<file path="src/ptb_pkg.sv">
// Shared types and constants for the periodic timer bank.
`timescale 1ns / 1ps
`default_nettype none
package ptb_pkg;

   localparam int MAX_TIMERS_DEF = 16;
   localparam int TIME_W         = 32;
   localparam int IDX_W          = 4;
   localparam int RESULT_MAX     = 16;
   localparam int RCNT_W         = $clog2(RESULT_MAX + 1);

   typedef enum logic [1:0] {
      EV_ADDED   = 2'd0,
      EV_FULL    = 2'd1,
      EV_EXPIRED = 2'd2,
      EV_NONE    = 2'd3
   } event_type;

   typedef struct packed {
      logic add_go;
      logic tick_go;
      logic step;
      logic flush;
   } ctl_type;

   typedef struct packed {
      logic out_free;
      logic cmd_add;
      logic scan_stall;
      logic scan_end;
   } sts_type;

endpackage
`default_nettype wire

</file>
<file path="src/ptb_req_if.sv">
// Request channel of the periodic timer bank.
`timescale 1ns / 1ps
`default_nettype none
interface ptb_req_if;
   logic                        valid;
   logic                        ready;
   logic                        cmd;
   logic [ptb_pkg::TIME_W-1:0]  elapsed;
   logic [ptb_pkg::TIME_W-1:0]  period;
   logic                        notify;

   modport source (output valid, output cmd, output elapsed, output period, output notify,
                   input ready);
   modport sink   (input valid, input cmd, input elapsed, input period, input notify,
                   output ready);
endinterface
`default_nettype wire

</file>
<file path="src/ptb_rsp_if.sv">
// Response channel of the periodic timer bank.
`timescale 1ns / 1ps
`default_nettype none
interface ptb_rsp_if;
   logic                       valid;
   logic                       ready;
   logic [1:0]                 event_res;
   logic [ptb_pkg::IDX_W-1:0]  timer_index;
   logic                       last;

   modport source (output valid, output event_res, output timer_index, output last,
                   input ready);
   modport sink   (input valid, input event_res, input timer_index, input last,
                   output ready);
endinterface
`default_nettype wire

</file>
<file path="src/ptb_ram.sv">
// Generic single-write, single-read RAM with registered read data.
`timescale 1ns / 1ps
`default_nettype none
module ptb_ram #(
   parameter int WIDTH = 8,
   parameter int DEPTH = 16,
   localparam int AW   = (DEPTH > 1) ? $clog2(DEPTH) : 1
) (
   input  wire logic             clock,
   input  wire logic             wr_en,
   input  wire logic [AW-1:0]    wr_addr,
   input  wire logic [WIDTH-1:0] wr_data,
   input  wire logic             rd_en,
   input  wire logic [AW-1:0]    rd_addr,
   output logic      [WIDTH-1:0] rd_data
);

   logic [WIDTH-1:0] mem_ff [DEPTH];
   logic [WIDTH-1:0] rd_data_ff;

   always_ff @(posedge clock) begin
      if (wr_en) begin
         mem_ff[wr_addr] <= wr_data;
      end
      if (rd_en) begin
         rd_data_ff <= mem_ff[rd_addr];
      end
   end

   assign rd_data = rd_data_ff;

endmodule
`default_nettype wire

</file>
<file path="src/ptb_ctrl.sv">
// Controller state machine: request intake, slot scan sequencing, final response.
`timescale 1ns / 1ps
`default_nettype none
module ptb_ctrl (
   input  wire logic             clock,
   input  wire logic             reset,
   input  wire logic             req_valid,
   output logic                  req_ready,
   input  wire ptb_pkg::sts_type sts,
   output ptb_pkg::ctl_type      ctl
);

   typedef enum logic [1:0] {
      ST_IDLE,
      ST_SCAN,
      ST_FLUSH
   } state_type;

   state_type state_ff, state_in;
   logic      fire;

   assign req_ready = (state_ff == ST_IDLE) && sts.out_free;
   assign fire      = req_valid && req_ready;

   always_comb begin
      ctl         = '0;
      ctl.add_go  = fire && sts.cmd_add;
      ctl.tick_go = fire && !sts.cmd_add;
      state_in    = state_ff;
      case (state_ff)
         ST_IDLE: begin
            if (fire && !sts.cmd_add) begin
               state_in = ST_SCAN;
            end
         end
         ST_SCAN: begin
            if (sts.scan_end) begin
               state_in = ST_FLUSH;
            end else if (!sts.scan_stall) begin
               ctl.step = 1'b1;
            end
         end
         ST_FLUSH: begin
            if (sts.out_free) begin
               ctl.flush = 1'b1;
               state_in  = ST_IDLE;
            end
         end
         default: begin
            state_in = ST_IDLE;
         end
      endcase
   end

   always_ff @(posedge clock) begin
      if (reset) begin
         state_ff <= ST_IDLE;
      end else begin
         state_ff <= state_in;
      end
   end

endmodule
`default_nettype wire

</file>
<file path="src/ptb_dpath.sv">
// Datapath: timer table RAM, slot counters, pending expiry and response register.
`timescale 1ns / 1ps
`default_nettype none
module ptb_dpath #(
   parameter int MAX_TIMERS = ptb_pkg::MAX_TIMERS_DEF
) (
   input  wire logic                        clock,
   input  wire logic                        reset,
   input  wire logic                        req_cmd,
   input  wire logic [ptb_pkg::TIME_W-1:0]  req_elapsed,
   input  wire logic [ptb_pkg::TIME_W-1:0]  req_period,
   input  wire logic                        req_notify,
   output logic                             rsp_valid,
   input  wire logic                        rsp_ready,
   output logic [1:0]                       rsp_event_res,
   output logic [ptb_pkg::IDX_W-1:0]        rsp_timer_index,
   output logic                             rsp_last,
   input  wire ptb_pkg::ctl_type            ctl,
   output ptb_pkg::sts_type                 sts
);

   localparam int CW = $clog2(MAX_TIMERS + 1);
   localparam int IW = (MAX_TIMERS > 1) ? $clog2(MAX_TIMERS) : 1;
   localparam int TW = ptb_pkg::TIME_W;
   localparam int WW = 2 * TW + 1;
   localparam int XW = ptb_pkg::IDX_W;
   localparam int RW = ptb_pkg::RCNT_W;

   logic [CW-1:0]       count_ff, count_in;
   logic [CW-1:0]       rd_idx_ff, rd_idx_in;
   logic                eval_valid_ff, eval_valid_in;
   logic [IW-1:0]       eval_idx_ff, eval_idx_in;
   logic [TW-1:0]       elapsed_ff, elapsed_in;
   logic                pend_valid_ff, pend_valid_in;
   logic [XW-1:0]       pend_idx_ff, pend_idx_in;
   logic [RW-1:0]       rep_cnt_ff, rep_cnt_in;
   logic                out_valid_ff, out_valid_in;
   ptb_pkg::event_type  out_event_ff, out_event_in;
   logic [XW-1:0]       out_index_ff, out_index_in;
   logic                out_last_ff, out_last_in;

   logic                wr_en, rd_en;
   logic [IW-1:0]       wr_addr, rd_addr;
   logic [WW-1:0]       wr_data, rd_data;
   logic [TW-1:0]       cur_remain, cur_reload;
   logic                cur_notify, expire, report, out_free;

   ptb_ram #(.WIDTH(WW), .DEPTH(MAX_TIMERS)) u_table (
      .clock   (clock),
      .wr_en   (wr_en),
      .wr_addr (wr_addr),
      .wr_data (wr_data),
      .rd_en   (rd_en),
      .rd_addr (rd_addr),
      .rd_data (rd_data)
   );

   // table word: {notify, reload, remaining}
   assign cur_remain = rd_data[TW-1:0];
   assign cur_reload = rd_data[2*TW-1:TW];
   assign cur_notify = rd_data[WW-1];
   assign expire     = cur_remain <= elapsed_ff;
   assign report     = eval_valid_ff && expire && cur_notify &&
                       (rep_cnt_ff < RW'(ptb_pkg::RESULT_MAX));
   assign out_free   = !out_valid_ff || rsp_ready;

   assign sts.out_free   = out_free;
   assign sts.cmd_add    = req_cmd;
   assign sts.scan_stall = report && pend_valid_ff && !out_free;
   assign sts.scan_end   = !eval_valid_ff && (rd_idx_ff == count_ff);

   always_comb begin
      count_in      = count_ff;
      rd_idx_in     = rd_idx_ff;
      eval_valid_in = eval_valid_ff;
      eval_idx_in   = eval_idx_ff;
      elapsed_in    = elapsed_ff;
      pend_valid_in = pend_valid_ff;
      pend_idx_in   = pend_idx_ff;
      rep_cnt_in    = rep_cnt_ff;
      out_valid_in  = out_valid_ff && !rsp_ready;
      out_event_in  = out_event_ff;
      out_index_in  = out_index_ff;
      out_last_in   = out_last_ff;
      wr_en         = 1'b0;
      wr_addr       = eval_idx_ff;
      wr_data       = {cur_notify, cur_reload, expire ? cur_reload : cur_remain - elapsed_ff};
      rd_en         = 1'b0;
      rd_addr       = rd_idx_ff[IW-1:0];

      if (ctl.add_go) begin
         out_valid_in = 1'b1;
         out_last_in  = 1'b1;
         if (count_ff == CW'(MAX_TIMERS)) begin
            out_event_in = ptb_pkg::EV_FULL;
            out_index_in = '0;
         end else begin
            wr_en        = 1'b1;
            wr_addr      = count_ff[IW-1:0];
            wr_data      = {req_notify, req_period, req_period};
            out_event_in = ptb_pkg::EV_ADDED;
            out_index_in = XW'(count_ff);
            count_in     = count_ff + 1'b1;
         end
      end

      if (ctl.tick_go) begin
         elapsed_in    = req_elapsed;
         rd_idx_in     = '0;
         eval_valid_in = 1'b0;
         pend_valid_in = 1'b0;
         rep_cnt_in    = '0;
      end

      if (ctl.step) begin
         if (eval_valid_ff) begin
            wr_en = 1'b1;
            if (report) begin
               rep_cnt_in    = rep_cnt_ff + 1'b1;
               pend_valid_in = 1'b1;
               pend_idx_in   = XW'(eval_idx_ff);
               if (pend_valid_ff) begin
                  out_valid_in = 1'b1;
                  out_event_in = ptb_pkg::EV_EXPIRED;
                  out_index_in = pend_idx_ff;
                  out_last_in  = 1'b0;
               end
            end
         end
         if (rd_idx_ff != count_ff) begin
            rd_en         = 1'b1;
            rd_idx_in     = rd_idx_ff + 1'b1;
            eval_valid_in = 1'b1;
            eval_idx_in   = rd_idx_ff[IW-1:0];
         end else begin
            eval_valid_in = 1'b0;
         end
      end

      if (ctl.flush) begin
         out_valid_in = 1'b1;
         out_last_in  = 1'b1;
         if (pend_valid_ff) begin
            out_event_in = ptb_pkg::EV_EXPIRED;
            out_index_in = pend_idx_ff;
         end else begin
            out_event_in = ptb_pkg::EV_NONE;
            out_index_in = '0;
         end
      end
   end

   always_ff @(posedge clock) begin
      if (reset) begin
         count_ff      <= '0;
         rd_idx_ff     <= '0;
         eval_valid_ff <= 1'b0;
         pend_valid_ff <= 1'b0;
         rep_cnt_ff    <= '0;
         out_valid_ff  <= 1'b0;
      end else begin
         count_ff      <= count_in;
         rd_idx_ff     <= rd_idx_in;
         eval_valid_ff <= eval_valid_in;
         pend_valid_ff <= pend_valid_in;
         rep_cnt_ff    <= rep_cnt_in;
         out_valid_ff  <= out_valid_in;
      end
      eval_idx_ff  <= eval_idx_in;
      elapsed_ff   <= elapsed_in;
      pend_idx_ff  <= pend_idx_in;
      out_event_ff <= out_event_in;
      out_index_ff <= out_index_in;
      out_last_ff  <= out_last_in;
   end

   assign rsp_valid       = out_valid_ff;
   assign rsp_event_res   = out_event_ff;
   assign rsp_timer_index = out_index_ff;
   assign rsp_last        = out_last_ff;

endmodule
`default_nettype wire

</file>
<file path="src/periodic_timer_bank_top.sv">
// Top level of the periodic timer bank.
//
//   channel   direction  handshake                 payload
//   req_bus   in         req_bus.valid / .ready    cmd, elapsed, period, notify
//   rsp_bus   out        rsp_bus.valid / .ready    event_res, timer_index, last
//
// An add request's response is registered in the cycle after it is accepted.
// A tick request holds the input from its accept through the scan: one slot read
// per cycle while the scan is not held, the registered read of the last slot, the
// end of the scan and the final response. An expiry response that finds the
// output register still full holds the scan while the sink stalls.
// Synchronous reset empties the table and drops any pending response.
`timescale 1ns / 1ps
`default_nettype none
module periodic_timer_bank_top #(
   parameter int MAX_TIMERS = ptb_pkg::MAX_TIMERS_DEF
) (
   input  wire logic clock,
   input  wire logic reset,
   ptb_req_if.sink   req_bus,
   ptb_rsp_if.source rsp_bus
);

   ptb_pkg::ctl_type ctl;
   ptb_pkg::sts_type sts;
   logic             req_ready;

   assign req_bus.ready = req_ready;

   ptb_ctrl u_ctrl (
      .clock     (clock),
      .reset     (reset),
      .req_valid (req_bus.valid),
      .req_ready (req_ready),
      .sts       (sts),
      .ctl       (ctl)
   );

   ptb_dpath #(.MAX_TIMERS(MAX_TIMERS)) u_dpath (
      .clock           (clock),
      .reset           (reset),
      .req_cmd         (req_bus.cmd),
      .req_elapsed     (req_bus.elapsed),
      .req_period      (req_bus.period),
      .req_notify      (req_bus.notify),
      .rsp_valid       (rsp_bus.valid),
      .rsp_ready       (rsp_bus.ready),
      .rsp_event_res   (rsp_bus.event_res),
      .rsp_timer_index (rsp_bus.timer_index),
      .rsp_last        (rsp_bus.last),
      .ctl             (ctl),
      .sts             (sts)
   );

endmodule
`default_nettype wire

</file>
<file path="src/flat_wrapper.sv">
// flat-port wrapper written by rule: the top's interface ports become plain ports
module periodic_timer_bank_top_flat 
#(
   parameter int MAX_TIMERS = ptb_pkg::MAX_TIMERS_DEF
)
  (clock, reset, req_bus_valid, req_bus_cmd, req_bus_elapsed, req_bus_period, req_bus_notify, req_bus_ready, rsp_bus_valid, rsp_bus_event_res, rsp_bus_timer_index, rsp_bus_last, rsp_bus_ready);
  ptb_req_if req_bus_i ();
  ptb_rsp_if rsp_bus_i ();
  input  wire logic clock;
  input  wire logic reset;
  input wire logic [$bits(req_bus_i.valid)-1:0] req_bus_valid;
  input wire logic [$bits(req_bus_i.cmd)-1:0] req_bus_cmd;
  input wire logic [$bits(req_bus_i.elapsed)-1:0] req_bus_elapsed;
  input wire logic [$bits(req_bus_i.period)-1:0] req_bus_period;
  input wire logic [$bits(req_bus_i.notify)-1:0] req_bus_notify;
  output wire logic [$bits(req_bus_i.ready)-1:0] req_bus_ready;
  output wire logic [$bits(rsp_bus_i.valid)-1:0] rsp_bus_valid;
  output wire logic [$bits(rsp_bus_i.event_res)-1:0] rsp_bus_event_res;
  output wire logic [$bits(rsp_bus_i.timer_index)-1:0] rsp_bus_timer_index;
  output wire logic [$bits(rsp_bus_i.last)-1:0] rsp_bus_last;
  input wire logic [$bits(rsp_bus_i.ready)-1:0] rsp_bus_ready;
  assign req_bus_i.valid = req_bus_valid;
  assign req_bus_i.cmd = req_bus_cmd;
  assign req_bus_i.elapsed = req_bus_elapsed;
  assign req_bus_i.period = req_bus_period;
  assign req_bus_i.notify = req_bus_notify;
  assign req_bus_ready = req_bus_i.ready;
  assign rsp_bus_valid = rsp_bus_i.valid;
  assign rsp_bus_event_res = rsp_bus_i.event_res;
  assign rsp_bus_timer_index = rsp_bus_i.timer_index;
  assign rsp_bus_last = rsp_bus_i.last;
  assign rsp_bus_i.ready = rsp_bus_ready;
  periodic_timer_bank_top #(.MAX_TIMERS(MAX_TIMERS)) u_core (.clock(clock), .reset(reset), .req_bus(req_bus_i), .rsp_bus(rsp_bus_i));
endmodule
</file>
<file path="config.mk">
export PLATFORM = sky130hd
export DESIGN_NAME = periodic_timer_bank_top_flat
export DESIGN_NICKNAME = d
export VERILOG_FILES = /design/src/ptb_pkg.sv /design/src/ptb_req_if.sv /design/src/ptb_rsp_if.sv /design/src/ptb_ram.sv /design/src/ptb_ctrl.sv /design/src/ptb_dpath.sv /design/src/periodic_timer_bank_top.sv /design/src/flat_wrapper.sv
export SDC_FILE = /design/constraint.sdc
export NUM_CORES = 1
export LEC_CHECK = 0
export BUFFER_PORTS_ARGS = -buffer_cell sky130_fd_sc_hd__buf_2
export CORE_UTILIZATION = 42
export DETAILED_ROUTE_END_ITERATION = 10
export PLACE_DENSITY = 0.55
export SETUP_SLACK_MARGIN = 0.2
export SLEW_MARGIN = 20
export SYNTH_ARGS = -nofsm -noshare
export SYNTH_HDL_FRONTEND = slang
export SYNTH_SLANG_ARGS = --single-unit
</file>
<file path="constraint.sdc">
create_clock -name clock -period 13.5 [get_ports clock]
set_clock_uncertainty 0.15 [all_clocks]
set_input_delay 2.025 -clock clock [delete_from_list [all_inputs] [get_ports clock]]
set_output_delay 2.025 -clock clock [all_outputs]
set_load 0.02 [all_outputs]
</file>
==> results_dict.tcl <==
set metrics [dict create \
    report.final.slew_viol_count 0 \
    ff2ff_path_depth 11 \
    initial_core_util_pct 42.5 \
    globalplace.congestion 0.851 \
    fin_ws_ns 7.95 \
    ys_warn_count 0 \
    worstPathMaxFanout 48 \
    routed_wl_um 114000 \
    cts_buffers 118 \
    cts.sinks 1172 \
    holdPathStages 2 \
    syn_nets 2351 \
    hold_path_end "u_core.u_dpath.rsp_timer_index[0]" \
    synthArstFlopShare_pct 0 \
    grt.overflow.total 0 \
    max_freq_mhz 180 \
    syn_area_sq_um 46400 \
    ys_seq_area_share_pct 75.3 \
    clock_latency_ns 0.70 \
    finalHoldViolCount 0 \
    drt-pass1-iter-count 6 \
    antenna_found_initial 7 \
    cts_root_buf "clkbuf_16" \
    fin_tns_setup_ns 0 \
    fp.dieH_um 334 \
    critPathKind "in -> reg" \
    ant_nets 0 \
    preCtsSetupSlack_ns 7.13 \
    ctsHoldBuffers 0 \
    fin_nets 2494 \
    drtIter0Drc 2055 \
    grt_usage_pct 20.7 \
    grt_pass1_wl_um 165000 \
    yosysUniqueCellTypes 66 \
    io_pins 79 \
    r2r-start "u_core.u_dpath.elapsed_ff[0]" \
    worstMarginPinSlew_ns 1.12 \
    clock_path_buffers 3 \
    grt_pass1_vias 23356 \
    io_buffers 78 \
    final_area_sq_um 52400 \
    min_period_over_period_pct 41.1 \
    drive_gt1_share_pct 26.2 \
    hold_path_startpoint "u_core.u_dpath.pend_idx_ff[0]" \
    coreArea_sq_um 109000 \
    cap_violations 0 \
    place_inst 3737 \
    rsz0062_at_grt "no" \
    grt_max_degree 98 \
    dpl.hpwl_um 66200 \
    via_per_inst 5.73 \
    die_w_um 334 \
    outcome "completed" \
    core.rowCount 121 \
    instances_no_fill 3954 \
    ys_ff_latch 1172 \
    die_area_sq_um 112000 \
    final_cell_mix "edfxtp_1, mux4_2, nand2_1" \
    area_delta_synth_final_pct 13.1 \
    htreeDepth 3 \
    cts_tree "built" \
    routed-via-count 22656 \
    power_density_nw_per_um2 146 \
    drc 0 \
    synth_edf_count 1145 \
    period_needed_ns 5.55 \
    mostFrequentLayoutCell "edfxtp_1" \
    syn_area_per_cell_sq_um 20.7 \
    r2r_slack_ns 8.33 \
    crit_arrival_ns 5.71 \
    ys.flop_type "edfxtp_1" \
    relSlewSlack_pct 25.1 \
    worst_r2r_endpoint "u_core.u_dpath.u_table.mem_ff[8][8]" \
    clkTransAtPathRegs_ns 0.06 \
    cts_resized 0 \
    p_leak_nw 16.4 \
    synthCells 2244 \
    vdd_ir_drop_max_mv 0.107 \
    hold_class "reg -> reg" \
    setup_viol 0 \
    end_kind "flip-flop" \
    wl_per_cell_um 28.9 \
    cts_setup_buffers 0 \
    cp-start-kind "primary input" \
    dpl-instance-area_sq_um 48700 \
    cp.required_ns 13.66 \
]
-- stage by stage --
stage	utilization (%)	hold WS (ns)	total power, mW
6_report	48.0	0.296	7.65
3_5_place_dp	44.6	0.281	4.64
5_1_grt	48.0	0.305	7.88
3_3_place_gp	44.6	0.277	4.62
2_1_floorplan	-	0.256	4.45
4_1_cts	47.9	0.298	7.72
-- how the worst max path moves through the flow --
stage	from	to	cells after the start
floorplan	rsp_bus_ready	u_core.u_dpath.u_table.mem_ff[3][0]	7
global placement	rsp_bus_ready	u_core.u_dpath.u_table.mem_ff[10][37]	11
detailed placement	rsp_bus_ready	u_core.u_dpath.u_table.mem_ff[11][3]	10
CTS	rsp_bus_ready	u_core.u_dpath.u_table.mem_ff[10][8]	11
global route	rsp_bus_ready	u_core.u_dpath.u_table.mem_ff[11][8]	10
finish	rsp_bus_ready	u_core.u_dpath.u_table.mem_ff[10][8]	11
-- logic make-up after synthesis --
family                   after synthesis  synth area share (%)
flip-flops                          1172                  75.3
multiplexers                         332                  15.9
XOR/XNOR                              31                 0.586
AND/OR/NAND/NOR                      332                  3.16
buffers and inverters                154                  1.30
AO/OA/AOI/OAI                        186                  2.69
adder cells (fa/ha/maj)               37                  1.01
-- cell usage after synthesis (2+ instances only) --
master,instances,area share (%)
nor2_1,97,0.79
nand2b_1,11,0.15
xnor2_1,17,0.32
nor3_1,13,0.14
o211ai_1,6,0.097
nand2_1,146,1.2
a22oi_1,2,0.032
inv_1,46,0.37
a211o_1,4,0.076
nand3b_1,2,0.032
o21bai_1,2,0.032
a31oi_1,12,0.16
o21ai_1,2,0.022
o21ai_0,33,0.36
a211oi_1,12,0.19
o22a_1,2,0.038
buf_2,8,0.086
a21bo_2,2,0.043
and2_1,5,0.067
nand4_1,10,0.13
nor2b_1,6,0.081
or3_1,5,0.067
a41oi_1,3,0.057
a221oi_1,2,0.038
mux4_2,325,16
a41o_1,2,0.043
o21a_1,6,0.097
buf_1,32,0.26
ha_1,36,0.97
mux2i_1,7,0.15
clkbuf_1,65,0.53
xor2_1,14,0.26
edfxtp_1,1145,74
dfxtp_1,27,1.2
a21o_1,21,0.34
and3_1,9,0.12
nand3_1,19,0.21
a21oi_1,59,0.64
a221o_1,2,0.043
-- per-layer routing --
layer | track usage [%] | vias to the layer above | routed length, um
li1 | - | 9537 | -
met1 | 29.4 | 12197 | 49700
met4 | 5.66 | 6 | 2700
met2 | 32.7 | 754 | 54400
met3 | 3.97 | 162 | 7360
met5 | 0 | - | 32
-- cell type report --
class                      count  area (sq um)
inverter                      46           175
sequential                  1172         34900
tap                         1476          1850
antenna                        1          2.50
timing repair buffer         131           842
multi-input combinational    918         11000
fill                        8887         56700
clock inverter                58           483
clock buffer                 152          3120
-- power breakdown --
part / total (mW) / internal (mW) / switching (mW)
clock: 3.09 / 1.77 / 1.32
combinational: 0.432 / 0.130 / 0.302
sequential: 4.13 / 4.11 / 0.0190
-- critical path, stage by stage --
cell     delay (ns)
buf_2          0.14
nor2b_1        0.08
nor3_1         0.33
nand3_1        0.37
a31oi_4        0.24
buf_4          0.45
nand2_1        0.14
nor2_1         0.16
a41oi_2        0.14
nor2_4         0.63
buf_4          0.86
-- sequential cells by signal, indices dropped and copies added (netlist names) --
| register | count |
|---|---|
| u_core.u_ctrl.state_ff | 2 |
| u_core.u_dpath.pend_valid_ff | 1 |
| u_core.u_dpath.pend_idx_ff | 4 |
| u_core.u_dpath.rsp_timer_index | 4 |
| u_core.u_dpath.elapsed_ff | 32 |
| u_core.u_dpath.eval_idx_ff | 4 |
| u_core.u_dpath.eval_valid_ff | 1 |
| u_core.u_dpath.rep_cnt_ff | 5 |
| u_core.u_dpath.rsp_event_res | 2 |
| u_core.u_dpath.count_ff | 5 |
| u_core.u_dpath.u_table.mem_ff | 1040 |
| u_core.u_dpath.u_table.rd_data | 65 |
| u_core.u_dpath.rsp_last | 1 |
| u_core.u_dpath.rd_idx_ff | 5 |
| u_core.u_dpath.rsp_valid | 1 |
No activity file was read; power rests on OpenSTA's default activity.
